<file path="config.mk">
export PLATFORM = sky130hd
export DESIGN_NAME = ring_route_scan_dispatcher_unit_flat
export DESIGN_NICKNAME = d
export VERILOG_FILES = /design/src/hdl/rrsd_pkg.sv /design/src/hdl/rrsd_req_if.sv /design/src/hdl/rrsd_rsp_if.sv /design/src/hdl/ring_route_scan_dispatcher_unit.sv /design/src/flat_wrapper.sv
export SDC_FILE = /design/constraint.sdc
export NUM_CORES = 1
export LEC_CHECK = 0
export BUFFER_PORTS_ARGS = -buffer_cell sky130_fd_sc_hd__buf_2
export CAP_MARGIN = 20
export CORE_MARGIN = 2
export CORE_UTILIZATION = 40
export CTS_CLUSTER_DIAMETER = 100
export DETAILED_ROUTE_END_ITERATION = 10
export PLACE_DENSITY = 0.63
export SETUP_SLACK_MARGIN = 0.02
export SLEW_MARGIN = 20
export SYNTH_ARGS = -nofsm -noshare
export SYNTH_HDL_FRONTEND = slang
export SYNTH_SLANG_ARGS = --single-unit
</file>
<file path="constraint.sdc">
create_clock -name clock -period 13.1 [get_ports clock]
set_input_delay 0 -clock clock [delete_from_list [all_inputs] [get_ports clock]]
set_output_delay 0 -clock clock [all_outputs]
set_load 0.05 [all_outputs]
</file>
<file path="src/hdl/rrsd_pkg.sv">
// ---------------------------------------------------------------------------
// rrsd_pkg: shared types and constants of the ring route SCAN dispatcher
// Field widths, run mode codes, request kinds and CSR indexes.
// ---------------------------------------------------------------------------
package rrsd_pkg;

   localparam int MAX_STATIONS = 16;
   localparam int MAX_SPACING  = 16;

   localparam int REQ_TYPE_W   = 2;
   localparam int STATION_W    = 5;
   localparam int TICKS_W      = 32;
   localparam int POS_W        = 8;
   localparam int MODE_W       = 2;
   localparam int MASK_W       = 16;
   localparam int CSR_DATA_W   = 5;
   localparam int CSR_INDEX_W  = 1;

   // run modes
   localparam logic [MODE_W-1:0] MODE_IDLE = 2'd0;
   localparam logic [MODE_W-1:0] MODE_DEC  = 2'd1;
   localparam logic [MODE_W-1:0] MODE_STOP = 2'd2;
   localparam logic [MODE_W-1:0] MODE_INC  = 2'd3;

   // request kinds
   localparam logic [REQ_TYPE_W-1:0] REQ_TICK = 2'd0;
   localparam logic [REQ_TYPE_W-1:0] REQ_CCW  = 2'd1;
   localparam logic [REQ_TYPE_W-1:0] REQ_CW   = 2'd2;
   localparam logic [REQ_TYPE_W-1:0] REQ_STOP = 2'd3;

   // CSR indexes
   localparam logic [CSR_INDEX_W-1:0] CSR_NUM_STATIONS = 1'b0;
   localparam logic [CSR_INDEX_W-1:0] CSR_STOP_SPACING = 1'b1;

   localparam logic [CSR_DATA_W-1:0] NUM_STATIONS_RST = 5'd5;
   localparam logic [CSR_DATA_W-1:0] STOP_SPACING_RST = 5'd2;

endpackage

</file>
<file path="src/hdl/rrsd_req_if.sv">
// ---------------------------------------------------------------------------
// rrsd_req_if: request channel of the ring route SCAN dispatcher
// Valid/ready handshake carrying one tick or call request.
// ---------------------------------------------------------------------------
interface rrsd_req_if;
   logic                               valid;
   logic                               ready;
   logic [rrsd_pkg::REQ_TYPE_W-1:0]    req_type;
   logic [rrsd_pkg::STATION_W-1:0]     station_id;

   modport source (output valid, output req_type, output station_id, input ready);
   modport sink   (input valid, input req_type, input station_id, output ready);
endinterface

</file>
<file path="src/hdl/rrsd_rsp_if.sv">
// ---------------------------------------------------------------------------
// rrsd_rsp_if: status channel of the ring route SCAN dispatcher
// Valid/ready handshake carrying one status snapshot per request.
// ---------------------------------------------------------------------------
interface rrsd_rsp_if;
   logic                               valid;
   logic                               ready;
   logic [rrsd_pkg::TICKS_W-1:0]       out_ticks;
   logic [rrsd_pkg::POS_W-1:0]         out_position;
   logic [rrsd_pkg::MODE_W-1:0]        out_mode;
   logic [rrsd_pkg::STATION_W-1:0]     out_goal;
   logic [rrsd_pkg::MASK_W-1:0]        out_stop_mask;
   logic [rrsd_pkg::MASK_W-1:0]        out_cw_mask;
   logic [rrsd_pkg::MASK_W-1:0]        out_ccw_mask;

   modport source (output valid, output out_ticks, output out_position, output out_mode,
                   output out_goal, output out_stop_mask, output out_cw_mask,
                   output out_ccw_mask, input ready);
   modport sink   (input valid, input out_ticks, input out_position, input out_mode,
                   input out_goal, input out_stop_mask, input out_cw_mask,
                   input out_ccw_mask, output ready);
endinterface

</file>
<file path="src/hdl/ring_route_scan_dispatcher_unit.sv">
// Sequence per request: an 8-step restoring division of the position, then execute;
//   a tick may add the goal search (up to n/2 nearest pairs when idle; from a stop a
//   sweep of up to n stations first), then the status loads.
// Requests: one at a time, ready again in the cycle after the status loads.
// Reset (synchronous, active high) clears the sequencer, vehicle state, call masks and
//   status valid, and sets 5 stations at spacing 2.
// ---------------------------------------------------------------------------
// ring_route_scan_dispatcher_unit: SCAN dispatcher for one vehicle on a ring
// Sequencer around a shared divider / station walker; one status per request.
// ---------------------------------------------------------------------------
module ring_route_scan_dispatcher_unit (
   input  logic                               clock,
   input  logic                               reset,
   rrsd_req_if.sink                           req_chan,
   rrsd_rsp_if.source                         rsp_chan,
   input  logic                               csr_wr_en,
   input  logic [rrsd_pkg::CSR_INDEX_W-1:0]   csr_index,
   input  logic [rrsd_pkg::CSR_DATA_W-1:0]    csr_wr_data
);

   typedef enum logic [7:0] {
      S_IDLE   = 8'b0000_0001,
      S_DIV    = 8'b0000_0010,
      S_EXEC   = 8'b0000_0100,
      S_CHOOSE = 8'b0000_1000,
      S_SCAN   = 8'b0001_0000,
      S_NEAR   = 8'b0010_0000,
      S_DIRSET = 8'b0100_0000,
      S_RESP   = 8'b1000_0000
   } state_type;

   state_type   state_ff, state_in;

   logic [4:0]  num_ff, spc_ff;
   logic [31:0] ticks_ff, ticks_in;
   logic [7:0]  pos_ff, pos_in;
   logic [1:0]  mode_ff, mode_in;
   logic [1:0]  prior_ff, prior_in;
   logic [4:0]  goal_ff, goal_in;
   logic [15:0] cw_ff, cw_in, ccw_ff, ccw_in, stop_ff, stop_in;

   logic [1:0]  kind_ff, kind_in;
   logic [4:0]  sid_ff, sid_in;
   logic [7:0]  quo_ff, quo_in;
   logic [4:0]  rem_ff, rem_in;
   logic [2:0]  cnt_ff, cnt_in;
   logic        path_ff, path_in;   // 1: search entered from a stop at the goal
   logic [4:0]  t_ff, t_in;
   logic [4:0]  k_ff, k_in;
   logic [3:0]  d_ff, d_in;

   logic        rsp_valid_ff, rsp_valid_in;
   logic        rsp_load;

   logic [31:0] rsp_ticks_ff;
   logic [7:0]  rsp_pos_ff;
   logic [1:0]  rsp_mode_ff;
   logic [4:0]  rsp_goal_ff;
   logic [15:0] rsp_stop_ff, rsp_cw_ff, rsp_ccw_ff;

   logic [4:0]  nc, spc, half_n, st;
   logic [9:0]  len_full;
   logic [8:0]  len;
   logic [15:0] pend_mask, ring_mask;
   logic [16:0] ring_mask_w;
   logic        any_pend;

   // shared divider step
   logic [5:0]  div_cand;
   logic        div_bit;

   // move unit
   logic [1:0]  mv_dir;
   logic [7:0]  mv_pos;
   logic [7:0]  mv_quo;
   logic [4:0]  mv_rem;
   logic        mv_park;

   // walker
   logic [4:0]  t_nx;
   logic [5:0]  a_sum, b_sum, a_red, b_red;
   logic [4:0]  a_st, b_st;

   // half-ring direction
   logic [5:0]  e_sum, e_red;
   logic [4:0]  e_st;
   logic        cw_half;
   logic [1:0]  dir_mode;

   logic        sid_ok, here;

   function automatic logic pend(input logic [15:0] m, input logic [4:0] n,
                                 input logic [4:0] s);
      logic [4:0] sm1;
      sm1 = s - 5'd1;
      return (s != 5'd0) && (s <= n) && m[sm1[3:0]];
   endfunction

   // clamped configuration
   always_comb begin
      if (num_ff < 5'd2) nc = 5'd2;
      else if (num_ff > 5'(rrsd_pkg::MAX_STATIONS)) nc = 5'(rrsd_pkg::MAX_STATIONS);
      else nc = num_ff;
      if (spc_ff < 5'd1) spc = 5'd1;
      else if (spc_ff > 5'(rrsd_pkg::MAX_SPACING)) spc = 5'(rrsd_pkg::MAX_SPACING);
      else spc = spc_ff;
   end

   assign len_full    = {5'd0, nc} * {5'd0, spc};
   assign len         = len_full[8:0];
   assign half_n      = nc >> 1;
   assign st          = {1'b0, quo_ff[3:0]} + 5'd1;
   assign pend_mask   = cw_ff | ccw_ff | stop_ff;
   assign ring_mask_w = (17'd1 << nc) - 17'd1;
   assign ring_mask   = ring_mask_w[15:0];
   assign any_pend    = |(pend_mask & ring_mask);

   assign div_cand = {rem_ff, pos_ff[3'd7 - cnt_ff]};
   assign div_bit  = (div_cand >= {1'b0, spc});

   // one position step, station index and offset kept alongside
   always_comb begin
      mv_pos = pos_ff;
      mv_quo = quo_ff;
      mv_rem = rem_ff;
      if (mv_dir == rrsd_pkg::MODE_DEC) begin
         if (pos_ff == 8'd0) begin
            mv_pos = 8'(len - 9'd1);
            mv_quo = {3'd0, nc - 5'd1};
            mv_rem = spc - 5'd1;
         end else if (rem_ff == 5'd0) begin
            mv_pos = pos_ff - 8'd1;
            mv_quo = quo_ff - 8'd1;
            mv_rem = spc - 5'd1;
         end else begin
            mv_pos = pos_ff - 8'd1;
            mv_rem = rem_ff - 5'd1;
         end
      end else begin
         if (({1'b0, pos_ff} + 9'd1) >= len) begin
            mv_pos = 8'd0;
            mv_quo = 8'd0;
            mv_rem = 5'd0;
         end else if (rem_ff == spc - 5'd1) begin
            mv_pos = pos_ff + 8'd1;
            mv_quo = quo_ff + 8'd1;
            mv_rem = 5'd0;
         end else begin
            mv_pos = pos_ff + 8'd1;
            mv_rem = rem_ff + 5'd1;
         end
      end
      mv_park = (mv_rem == 5'd0) && pend(pend_mask, nc, {1'b0, mv_quo[3:0]} + 5'd1);
   end

   // station walker: next station in the travel direction, and the nearest pair
   always_comb begin
      if (prior_ff == rrsd_pkg::MODE_DEC) t_nx = (t_ff <= 5'd1) ? nc : t_ff - 5'd1;
      else t_nx = (t_ff >= nc) ? 5'd1 : t_ff + 5'd1;
      a_sum = {2'd0, quo_ff[3:0]} + {2'd0, d_ff};
      b_sum = {2'd0, quo_ff[3:0]} + {1'b0, nc} - {2'd0, d_ff};
      a_red = (a_sum >= {1'b0, nc}) ? a_sum - {1'b0, nc} : a_sum;
      b_red = (b_sum >= {1'b0, nc}) ? b_sum - {1'b0, nc} : b_sum;
      a_st  = a_red[4:0] + 5'd1;
      b_st  = b_red[4:0] + 5'd1;
   end

   // goal within half a ring clockwise from the current station
   always_comb begin
      e_sum = {2'd0, quo_ff[3:0]} + {1'b0, half_n};
      e_red = (e_sum >= {1'b0, nc}) ? e_sum - {1'b0, nc} : e_sum;
      e_st  = e_red[4:0] + 5'd1;
      if (e_st > st) cw_half = (st <= goal_ff) && (goal_ff <= e_st);
      else cw_half = ((st <= goal_ff) && (goal_ff <= nc))
                     || ((goal_ff >= 5'd1) && (goal_ff <= e_st));
      dir_mode = cw_half ? rrsd_pkg::MODE_INC : rrsd_pkg::MODE_DEC;
   end

   assign mv_dir = (state_ff == S_DIRSET) ? dir_mode : mode_ff;

   assign sid_ok = (sid_ff >= 5'd1) && (sid_ff <= nc);
   assign here   = (rem_ff == 5'd0)
                   && ((mode_ff == rrsd_pkg::MODE_STOP) || (mode_ff == rrsd_pkg::MODE_IDLE))
                   && (sid_ff == st);

   assign rsp_load = (state_ff == S_RESP) && (!rsp_valid_ff || rsp_chan.ready);

   always_comb begin
      state_in = state_ff;
      ticks_in = ticks_ff;
      pos_in   = pos_ff;
      mode_in  = mode_ff;
      prior_in = prior_ff;
      goal_in  = goal_ff;
      cw_in    = cw_ff;
      ccw_in   = ccw_ff;
      stop_in  = stop_ff;
      kind_in  = kind_ff;
      sid_in   = sid_ff;
      quo_in   = quo_ff;
      rem_in   = rem_ff;
      cnt_in   = cnt_ff;
      path_in  = path_ff;
      t_in     = t_ff;
      k_in     = k_ff;
      d_in     = d_ff;

      unique case (state_ff)
         S_IDLE: begin
            if (req_chan.valid) begin
               kind_in  = req_chan.req_type;
               sid_in   = req_chan.station_id;
               pos_in   = ({1'b0, pos_ff} >= len) ? 8'd0 : pos_ff;
               quo_in   = 8'd0;
               rem_in   = 5'd0;
               cnt_in   = 3'd0;
               state_in = S_DIV;
            end
         end
         S_DIV: begin
            rem_in = div_bit ? 5'(div_cand - {1'b0, spc}) : div_cand[4:0];
            quo_in = {quo_ff[6:0], div_bit};
            cnt_in = cnt_ff + 3'd1;
            if (cnt_ff == 3'd7) state_in = S_EXEC;
         end
         S_EXEC: begin
            if (kind_ff != rrsd_pkg::REQ_TICK) begin
               if (sid_ok && !here) begin
                  case (kind_ff)
                     rrsd_pkg::REQ_CCW: ccw_in[sid_ff[3:0] - 4'd1] = 1'b1;
                     rrsd_pkg::REQ_CW:  cw_in[sid_ff[3:0] - 4'd1]  = 1'b1;
                     default:           stop_in[sid_ff[3:0] - 4'd1] = 1'b1;
                  endcase
               end
               state_in = S_RESP;
            end else begin
               ticks_in = ticks_ff + 32'd1;
               unique case (mode_ff)
                  rrsd_pkg::MODE_IDLE: begin
                     path_in  = 1'b0;
                     state_in = S_CHOOSE;
                  end
                  rrsd_pkg::MODE_STOP: begin
                     cw_in[quo_ff[3:0]]   = 1'b0;
                     ccw_in[quo_ff[3:0]]  = 1'b0;
                     stop_in[quo_ff[3:0]] = 1'b0;
                     if (st == goal_ff) begin
                        path_in  = 1'b1;
                        state_in = S_CHOOSE;
                     end else begin
                        mode_in  = prior_ff;
                        prior_in = rrsd_pkg::MODE_STOP;
                        state_in = S_RESP;
                     end
                  end
                  default: begin
                     prior_in = mode_ff;
                     pos_in   = mv_pos;
                     quo_in   = mv_quo;
                     rem_in   = mv_rem;
                     if (mv_park) mode_in = rrsd_pkg::MODE_STOP;
                     state_in = S_RESP;
                  end
               endcase
            end
         end
         S_CHOOSE: begin
            goal_in = 5'd0;
            if (!any_pend) begin
               mode_in  = rrsd_pkg::MODE_IDLE;
               prior_in = path_ff ? rrsd_pkg::MODE_STOP : rrsd_pkg::MODE_IDLE;
               state_in = S_RESP;
            end else if ((prior_ff == rrsd_pkg::MODE_DEC)
                         || (prior_ff == rrsd_pkg::MODE_INC)) begin
               t_in     = st;
               k_in     = 5'd0;
               state_in = S_SCAN;
            end else begin
               d_in     = 4'd1;
               state_in = S_NEAR;
            end
         end
         S_SCAN: begin
            t_in = t_nx;
            k_in = k_ff + 5'd1;
            if (pend(pend_mask, nc, t_nx)) begin
               goal_in  = t_nx;
               state_in = S_DIRSET;
            end else if (k_ff == nc - 5'd1) begin
               d_in     = 4'd1;
               state_in = S_NEAR;
            end
         end
         S_NEAR: begin
            d_in = d_ff + 4'd1;
            if (pend(pend_mask, nc, a_st)) begin
               goal_in  = a_st;
               state_in = S_DIRSET;
            end else if (pend(pend_mask, nc, b_st)) begin
               goal_in  = b_st;
               state_in = S_DIRSET;
            end else if ({1'b0, d_ff} == half_n) begin
               state_in = S_DIRSET;   // requests only at this station: goal stays none
            end
         end
         S_DIRSET: begin
            mode_in  = dir_mode;
            prior_in = path_ff ? rrsd_pkg::MODE_STOP : dir_mode;
            if (!path_ff) begin
               pos_in = mv_pos;
               quo_in = mv_quo;
               rem_in = mv_rem;
               if (mv_park) mode_in = rrsd_pkg::MODE_STOP;
            end
            state_in = S_RESP;
         end
         S_RESP: begin
            if (rsp_load) state_in = S_IDLE;
         end
         default: state_in = S_IDLE;
      endcase
   end

   always_comb begin
      rsp_valid_in = rsp_valid_ff;
      if (rsp_chan.ready) rsp_valid_in = 1'b0;
      if (rsp_load) rsp_valid_in = 1'b1;
   end

   always_ff @(posedge clock) begin
      if (reset) begin
         state_ff     <= S_IDLE;
         num_ff       <= rrsd_pkg::NUM_STATIONS_RST;
         spc_ff       <= rrsd_pkg::STOP_SPACING_RST;
         ticks_ff     <= '0;
         pos_ff       <= '0;
         mode_ff      <= rrsd_pkg::MODE_IDLE;
         prior_ff     <= rrsd_pkg::MODE_IDLE;
         goal_ff      <= '0;
         cw_ff        <= '0;
         ccw_ff       <= '0;
         stop_ff      <= '0;
         rsp_valid_ff <= 1'b0;
      end else begin
         state_ff     <= state_in;
         ticks_ff     <= ticks_in;
         pos_ff       <= pos_in;
         mode_ff      <= mode_in;
         prior_ff     <= prior_in;
         goal_ff      <= goal_in;
         cw_ff        <= cw_in;
         ccw_ff       <= ccw_in;
         stop_ff      <= stop_in;
         rsp_valid_ff <= rsp_valid_in;
         if (csr_wr_en) begin
            unique case (csr_index)
               rrsd_pkg::CSR_NUM_STATIONS: num_ff <= csr_wr_data;
               rrsd_pkg::CSR_STOP_SPACING: spc_ff <= csr_wr_data;
               default: ;
            endcase
         end
      end
   end

   always_ff @(posedge clock) begin
      kind_ff <= kind_in;
      sid_ff  <= sid_in;
      quo_ff  <= quo_in;
      rem_ff  <= rem_in;
      cnt_ff  <= cnt_in;
      path_ff <= path_in;
      t_ff    <= t_in;
      k_ff    <= k_in;
      d_ff    <= d_in;
      if (rsp_load) begin
         rsp_ticks_ff <= ticks_ff;
         rsp_pos_ff   <= pos_ff;
         rsp_mode_ff  <= mode_ff;
         rsp_goal_ff  <= goal_ff;
         rsp_stop_ff  <= stop_ff;
         rsp_cw_ff    <= cw_ff;
         rsp_ccw_ff   <= ccw_ff;
      end
   end

   assign req_chan.ready         = (state_ff == S_IDLE);
   assign rsp_chan.valid         = rsp_valid_ff;
   assign rsp_chan.out_ticks     = rsp_ticks_ff;
   assign rsp_chan.out_position  = rsp_pos_ff;
   assign rsp_chan.out_mode      = rsp_mode_ff;
   assign rsp_chan.out_goal      = rsp_goal_ff;
   assign rsp_chan.out_stop_mask = rsp_stop_ff;
   assign rsp_chan.out_cw_mask   = rsp_cw_ff;
   assign rsp_chan.out_ccw_mask  = rsp_ccw_ff;

endmodule

</file>
<file path="src/flat_wrapper.sv">
// flat-port wrapper written by rule: the top's interface ports become plain ports
module ring_route_scan_dispatcher_unit_flat 
  (clock, reset, csr_wr_en, csr_index, csr_wr_data, req_chan_valid, req_chan_req_type, req_chan_station_id, req_chan_ready, rsp_chan_valid, rsp_chan_out_ticks, rsp_chan_out_position, rsp_chan_out_mode, rsp_chan_out_goal, rsp_chan_out_stop_mask, rsp_chan_out_cw_mask, rsp_chan_out_ccw_mask, rsp_chan_ready);
  rrsd_req_if req_chan_i ();
  rrsd_rsp_if rsp_chan_i ();
  input  logic clock;
  input  logic reset;
  input  logic csr_wr_en;
  input  logic [rrsd_pkg::CSR_INDEX_W-1:0] csr_index;
  input  logic [rrsd_pkg::CSR_DATA_W-1:0] csr_wr_data;
  input wire logic [$bits(req_chan_i.valid)-1:0] req_chan_valid;
  input wire logic [$bits(req_chan_i.req_type)-1:0] req_chan_req_type;
  input wire logic [$bits(req_chan_i.station_id)-1:0] req_chan_station_id;
  output wire logic [$bits(req_chan_i.ready)-1:0] req_chan_ready;
  output wire logic [$bits(rsp_chan_i.valid)-1:0] rsp_chan_valid;
  output wire logic [$bits(rsp_chan_i.out_ticks)-1:0] rsp_chan_out_ticks;
  output wire logic [$bits(rsp_chan_i.out_position)-1:0] rsp_chan_out_position;
  output wire logic [$bits(rsp_chan_i.out_mode)-1:0] rsp_chan_out_mode;
  output wire logic [$bits(rsp_chan_i.out_goal)-1:0] rsp_chan_out_goal;
  output wire logic [$bits(rsp_chan_i.out_stop_mask)-1:0] rsp_chan_out_stop_mask;
  output wire logic [$bits(rsp_chan_i.out_cw_mask)-1:0] rsp_chan_out_cw_mask;
  output wire logic [$bits(rsp_chan_i.out_ccw_mask)-1:0] rsp_chan_out_ccw_mask;
  input wire logic [$bits(rsp_chan_i.ready)-1:0] rsp_chan_ready;
  assign req_chan_i.valid = req_chan_valid;
  assign req_chan_i.req_type = req_chan_req_type;
  assign req_chan_i.station_id = req_chan_station_id;
  assign req_chan_ready = req_chan_i.ready;
  assign rsp_chan_valid = rsp_chan_i.valid;
  assign rsp_chan_out_ticks = rsp_chan_i.out_ticks;
  assign rsp_chan_out_position = rsp_chan_i.out_position;
  assign rsp_chan_out_mode = rsp_chan_i.out_mode;
  assign rsp_chan_out_goal = rsp_chan_i.out_goal;
  assign rsp_chan_out_stop_mask = rsp_chan_i.out_stop_mask;
  assign rsp_chan_out_cw_mask = rsp_chan_i.out_cw_mask;
  assign rsp_chan_out_ccw_mask = rsp_chan_i.out_ccw_mask;
  assign rsp_chan_i.ready = rsp_chan_ready;
  ring_route_scan_dispatcher_unit u_core (.clock(clock), .reset(reset), .req_chan(req_chan_i), .rsp_chan(rsp_chan_i), .csr_wr_en(csr_wr_en), .csr_index(csr_index), .csr_wr_data(csr_wr_data));
endmodule
</file>
### Yosys cells after proc, flatten, opt, wreduce, memory -nomap -nowiden

Cells that the tools add are included.

* reductions and logical operators: 63
* mux-type cells: 119
* order comparisons: 32
* bitwise gates (word level): 12
* multiply operators: 1
* divide/modulo/power cells: 0
* shift-type cells: 1
* eq/ne operators: 45
* add/subtract/negate cells: 36

Operator list (count)
* $mux W8: 28
* $mux W16: 12
* $mux W5: 27
* $or A16 B16 Y16: 5
* $and A16 B16 Y16: 4
* $pmux W8 S8: 1
* $le A5 B5 Y1: 8
* $add A32 B1 Y32 const B: 1
* $pmux W8 S4: 1
* $add A5 B1 Y5 const B: 6
* $lt A4 B5 Y1 const B: 6
* $mux W2: 13
* $ne A2 B2 Y1 const B: 13
* $ge A6 B5 Y1: 4
* $pmux W8 S3: 1
* $sub A8 B1 Y8 const B: 3
* $eq A5 B5 Y1: 4
* $pmux W5 S2: 2
* $pmux W5 S4: 1
* $reduce_and A5 Y1: 4
* $reduce_bool A5 Y1: 4
* $sub A4 B1 Y4 const B: 5
* $sub A5 B1 Y5 const B: 4
* $sub A5 B5 Y5: 4
* 70 further kinds: 148

* output and inout bits: 97
* latch bits: 0
* bits of input ports: 18
* register bits after elaboration: 249
* bits in read-only memories: 0
* bits in writable memories: 0
* memories kept: 0

### Depth between registers and ports, before layout

* word-level depth: 25
* gate-level depth with buffers: 44
* depth with buffers taken out: 40

### Worst setup path before layout

OpenSTA, ideal clock, no wires.

* path type: reg2reg
* from: reg u_core.num_ff[4]
* to: reg u_core.mode_ff[0]
* stages on the path, launching flop included: 40
* data required time: 13029 ps
* arrival: 8339 ps
* slack: 4690 ps
* cell sequence: dfxtp_1 -> inv_1 -> buf_2 -> nand2_1 -> clkinv_1 -> ha_1 -> xor2_1 -> ha_1 -> nor2b_1 -> o21ai_0 -> nand2b_1 -> a21oi_1 -> mux2_2 -> ha_1 -> nor3b_1 -> xnor2_1 -> inv_1 -> ha_1 -> [... 4 more ...] -> a31oi_4 -> buf_6 -> clkbuf_1 -> buf_1 -> nor2_1 -> a21o_1 -> ha_1 -> ha_1 -> nor2b_1 -> o21a_1 -> o21ai_0 -> nand2b_1 -> a21oi_1 -> a31oi_1 -> a311oi_1 -> a31oi_1 -> or4_1 -> a21oi_1

* longest elaborated chain between the ends: 24

Ends and longest elaborated chain
* start, declared: line ring_route_scan_dispatcher_unit.sv:34 `logic [4:0] num_ff, spc_ff;`
* start signal, assigned: line ring_route_scan_dispatcher_unit.sv:333 `num_ff <= rrsd_pkg::NUM_STATIONS_RST;`
* start signal, assigned: line ring_route_scan_dispatcher_unit.sv:357 `rrsd_pkg::CSR_NUM_STATIONS: num_ff <= csr_wr_data;`
* $gt A5 B5 Y1: line ring_route_scan_dispatcher_unit.sv:102 `else if (num_ff > 5'(rrsd_pkg::MAX_STATIONS)) nc = 5'(rrsd_pkg::MAX_STATIONS);`
* $mux W5: line ring_route_scan_dispatcher_unit.sv:102
* $mux W5 *: line ring_route_scan_dispatcher_unit.sv:101 `if (num_ff < 5'd2) nc = 5'd2;`
* $add A4 B4 Y5: line ring_route_scan_dispatcher_unit.sv:170 `e_sum = {2'd0, quo_ff[3:0]} + {1'b0, half_n};`
* $sub A5 B5 Y5 or $ge A6 B5 Y1 (tied branches): line ring_route_scan_dispatcher_unit.sv:171 `e_red = (e_sum >= {1'b0, nc}) ? e_sum - {1'b0, nc} : e_sum;`
* $mux W5: line ring_route_scan_dispatcher_unit.sv:171
* $add A5 B1 Y5: line ring_route_scan_dispatcher_unit.sv:172 `e_st = e_red[4:0] + 5'd1;`
* $le A5 B5 Y1: line ring_route_scan_dispatcher_unit.sv:173, ring_route_scan_dispatcher_unit.sv:175
* [... 8 more ...]
* $sub A4 B1 Y4: line ring_route_scan_dispatcher_unit.sv:95 `sm1 = s - 5'd1;`
* $bmux W1 S4: line ring_route_scan_dispatcher_unit.sv:96 `return (s != 5'd0) && (s <= n) && m[sm1[3:0]];`
* $mux W1 (not written as such): line ring_route_scan_dispatcher_unit.sv:96
* $logic_and A1 B1 Y1: line ring_route_scan_dispatcher_unit.sv:96
* $logic_and A1 B1 Y1: line ring_route_scan_dispatcher_unit.sv:153 `mv_park = (mv_rem == 5'd0) && pend(pend_mask, nc, {1'b0, mv_quo[3:0]} + 5'd1);`
* $mux W2: line ring_route_scan_dispatcher_unit.sv:313 `if (mv_park) mode_in = rrsd_pkg::MODE_STOP;`
* $mux W2: line ring_route_scan_dispatcher_unit.sv:309 `if (!path_ff) begin`
* $pmux W2 S3: line ring_route_scan_dispatcher_unit.sv:208 `unique case (state_ff)`
* end signal, assigned: line ring_route_scan_dispatcher_unit.sv:337 `mode_ff <= rrsd_pkg::MODE_IDLE;`
* end signal, assigned: line ring_route_scan_dispatcher_unit.sv:348 `mode_ff <= mode_in;`
* end, declared: line ring_route_scan_dispatcher_unit.sv:37 `logic [1:0] mode_ff, mode_in;`

Every way passes the cells marked *; elsewhere a longest branch is shown, timed or not. The select of a mux whose other input is x is not followed.
A chain may end at the register's enable or synchronous reset.

### Final worst setup path

* from: reg u_core.num_ff[2]
* to: reg u_core.mode_ff[0]

The elaborated chain is that of the path after synthesis.

==> metrics.md <==
| Metric | Value |
|---|---|
| Status | finished, final reports clean |
| Yosys cell types | slightly above 100 |
| Worst Path Buf+Inv | 5 |
| Final #Nets | between 2000 and 2500 |
| Least-Margin Pin Slew | 1050 ps |
| Tightest Hold Check Type | in2reg |
| DR iter-0 viols | a little over 1000 |
| Max Cap Viol | 0 |
| RePlAce Congestion | ~0.97 |
| Worst Path Required | about 14000 ps |
| Slowest cell on crit path | dfxtp_1 |
| Dpl cell area | 17900 um^2 |
| Overflow after GRT | 0 |
| Leading area contributor after synthesis | edfxtp_1 |
| Placement Rows | between 70 and 80 |
| Critical Path Sink Type | flop |
| Clk root buf | clkbuf_16 |
| Setup Skew | about 13 ps |
| Bufs on Longest Clock Path | 3 |
| Crit-path leading delay family | compound AO/OA/AOI/OAI gates |
| Post-synth EDFFs | about 130 |
| Dominant cells by area after synthesis | edfxtp_1 23%, dfxtp_1 14%, ha_1 11% |
| Number of global-route vias before repair | roughly 14000 |
| Starting Density | between 40% and 50% |
| Power per cell area | about 240 nW/um^2 |
| Post-route design area | between 15000 and 20000 um^2 |
| Post-synthesis sequential area ratio | 36.9% |
| Unrepaired setup endpoints after global routing | no |
| FFs w/ async S/R, synth | 0% |
| Total Neg Setup Slack | 0 ps |
| Total Die Area | ~44000 um^2 |
| Crit path arrival time | roughly 10000 ps |
| Initial antenna violation count | 0 |
| Largest net degree at the start of global routing | a little under 80 |
| I/O Buffers | between 100 and 150 |
| Setup Buffers After CTS | 0 |
| Primary FF master, synth | edfxtp_1 |
| Clk_lat worst skew | between 500 and 600 ps |
| Num CTS Buffers | 28 |
| CP max FO | 39 |
| Worst path max stage delay | ~850 ps |
| WS Path Type | reg2reg |
| Syn Area/Cell | between 9 and 10 um^2 |
| Post-route ant nets | 0 |
| Pins Over Slew Limit | 0 |
| Clk slew on worst S/H paths | 60 ps |
| CTS tree | built |
| Max VDD drop | roughly 0.00017 V |
| Synth cell count leaders | 182 x nor2_1, 156 x nand2_1, 151 x ha_1 |
| Die Y-Extent | 209 um |
| Share of cells above drive strength 1 | about an eighth |
| Final HPWL from detailed placement | 38200 um |
| Drt wl/cell | 20.4 um |
| Synthesized Nets | roughly 2000 |
| Global-route wire length before repair | between 70000 and 80000 um |
| Worst slew margin | around 30% |
| Ant diodes | 0 |
| Clk sink count | approximately 250 |
| First-pass DRT Iterations | 7 |
| Final Hold Viols | 0 |
| Final min period | about 9500 ps |
| Fmax | 105 MHz |
| Die Span X | around 210 um |
| Synthesis-to-finish area growth | 13.8% |
| Vias per cell | around 5.7 |
| Share of the synthesized area in the top cell type | 23.1% |
| Htree depth | 1 |
| DRC | 0 |
| Vias | approximately 14000 |
| Synth Instances | about 1800 |
| IO Pins | roughly 120 |
| Crit path launch type | flop |
| Syn. warnings | 0 |
| DP Worst Slack | about 3700 ps |
| GRT Resource Usage Total | a little under a quarter |
| Mapped Area | between 15000 and 20000 um^2 |
| Setup ws final | ~3600 ps |
| CP dominant cell by count | a21oi_1 |
| Endpoints failing setup | 0 |
| Leakage power | 0.00775 uW |
| Leading cell type by number of instances after synthesis | nor2_1 |
| Core region area | around 42000 um^2 |
| Routed WL | 50500 um |
| Final worst path period share | 72.6% |
| Flops & latches, synth | 245 |
## cells by family after synthesis
| kind of cell | Yosys count | synth area share, % |
|---|---|---|
| AOI/OAI and AO/OA | 392 | 15.3 |
| xor gates and xnor gates | 126 | 6.70 |
| adders and majority gates | 169 | 13.4 |
| buffers and inverters | 158 | 4.01 |
| DFF | 245 | 36.9 |
| muxes | 64 | 4.78 |
| and+or+nand+nor | 637 | 18.9 |
## what timing repair did
action / 4_1_cts / 5_1_grt
hold buffers: 25 / 0
hold endpoints to repair: 52 / 0
gates resized for setup: 0 / 0
## stage by stage
step / hold WS [ps] / utilization [%] / power [uW] / instances
detailed placement: 181 / 42.9 / 3680 / 2402
floorplan: 98.9 / - / 3030 / 1791
CTS: 144 / 45.8 / 4510 / 2479
finish: 163 / 45.8 / 4530 / 2479
global placement: 180 / 42.9 / 3600 / 2402
global route: 152 / 45.8 / 4870 / 2479
## layout make-up
type	count	area, um^2
Timing Repair Buffer	157	958
Tap cell	539	674
Sequential cell	245	6200
Inverter	98	368
Multi-Input combinational cell	1388	9930
Fill cell	3995	22600
Clock inverter	21	249
Clock buffer	31	722
## metal layers
metal / vias to the layer above / share of wire (%) / track usage, %
met5: - / 0 / 0
met4: 0 / 3.4 / 7.68
met3: 108 / 5.4 / 2.89
met2: 474 / 47 / 38.3
met1: 6908 / 44 / 30.2
li1: 6752 / - / -
## flip-flops by register name, summed over array words and instances (netlist names), 5 cells and up
name,cells
u_core.num_ff,5
u_core.rsp_chan.out_stop_mask,16
u_core.ticks_ff,32
u_core.rsp_chan.out_ccw_mask,16
u_core.rsp_chan.out_position,8
u_core.t_ff,5
u_core.ccw_ff,16
u_core.rsp_chan.out_cw_mask,16
u_core.state_ff,8
u_core.cw_ff,16
u_core.stop_ff,16
u_core.goal_ff,5
u_core.k_ff,5
u_core.pos_ff,8
u_core.rsp_chan.out_goal,5
u_core.spc_ff,5
u_core.rsp_chan.out_ticks,32
u_core.sid_ff,5
u_core.rem_ff,5
## report_power, final
group / total (uW) / switching [uW] / internal (uW)
combinational: 2790 / 1660 / 1130
sequential: 924 / 78.5 / 845
clock: 815 / 334 / 480
## placed cells by master, fill, tap and decap left out, types with 13 or more instances in the layout
| cell | Yosys | routed |
|---|---|---|
| buf_2 | 11 | 113 |
| or3_1 | 14 | 14 |
| nand2_1 | 156 | 156 |
| mux2i_1 | 40 | 40 |
| a21oi_1 | 117 | 117 |
| nor2_1 | 182 | 182 |
| buf_4 | 2 | 19 |
| nor2b_1 | 25 | 24 |
| nand2b_1 | 23 | 23 |
| ha_1 | 151 | 151 |
| dfxtp_1 | 116 | 116 |
| xnor2_1 | 62 | 62 |
| inv_1 | 95 | 95 |
| fa_1 | 18 | 18 |
| a31oi_1 | 20 | 20 |
| xor2_1 | 62 | 62 |
| a21o_1 | 34 | 34 |
| clkbuf_16 | 0 | 28 |
| nand3_1 | 58 | 58 |
| nor3_1 | 42 | 41 |
| a22oi_1 | 19 | 19 |
| a211oi_1 | 18 | 18 |
| nand4_1 | 17 | 17 |
| dlygate4sd3_1 | 1 | 25 |
| edfxtp_1 | 129 | 129 |
| o21ai_0 | 87 | 87 |
| and3_1 | 34 | 34 |
| and2_1 | 13 | 13 |
## final timing paths
| check | slack (ps) | start | end | depth (start not counted) |
|---|---|---|---|---|
| worst max register to register | 3580 | u_core.num_ff[2]$_SDFFE_PP1P_ | u_core.mode_ff[0]$_SDFFE_PP0P_ | 37 |
| worst min register to register | 450 | u_core.cw_ff[12]$_SDFFE_PP0P_ | u_core.rsp_chan.out_cw_mask[12]$_DFFE_PP_ | 0 |
| worst min-delay path | 160 | req_chan_station_id[1] | u_core.sid_ff[1]$_DFFE_PP_ | 2 |
| worst max-delay path | 3580 | u_core.num_ff[2]$_SDFFE_PP1P_ | u_core.mode_ff[0]$_SDFFE_PP0P_ | 37 |
No activity file was read; power rests on OpenSTA's default activity.
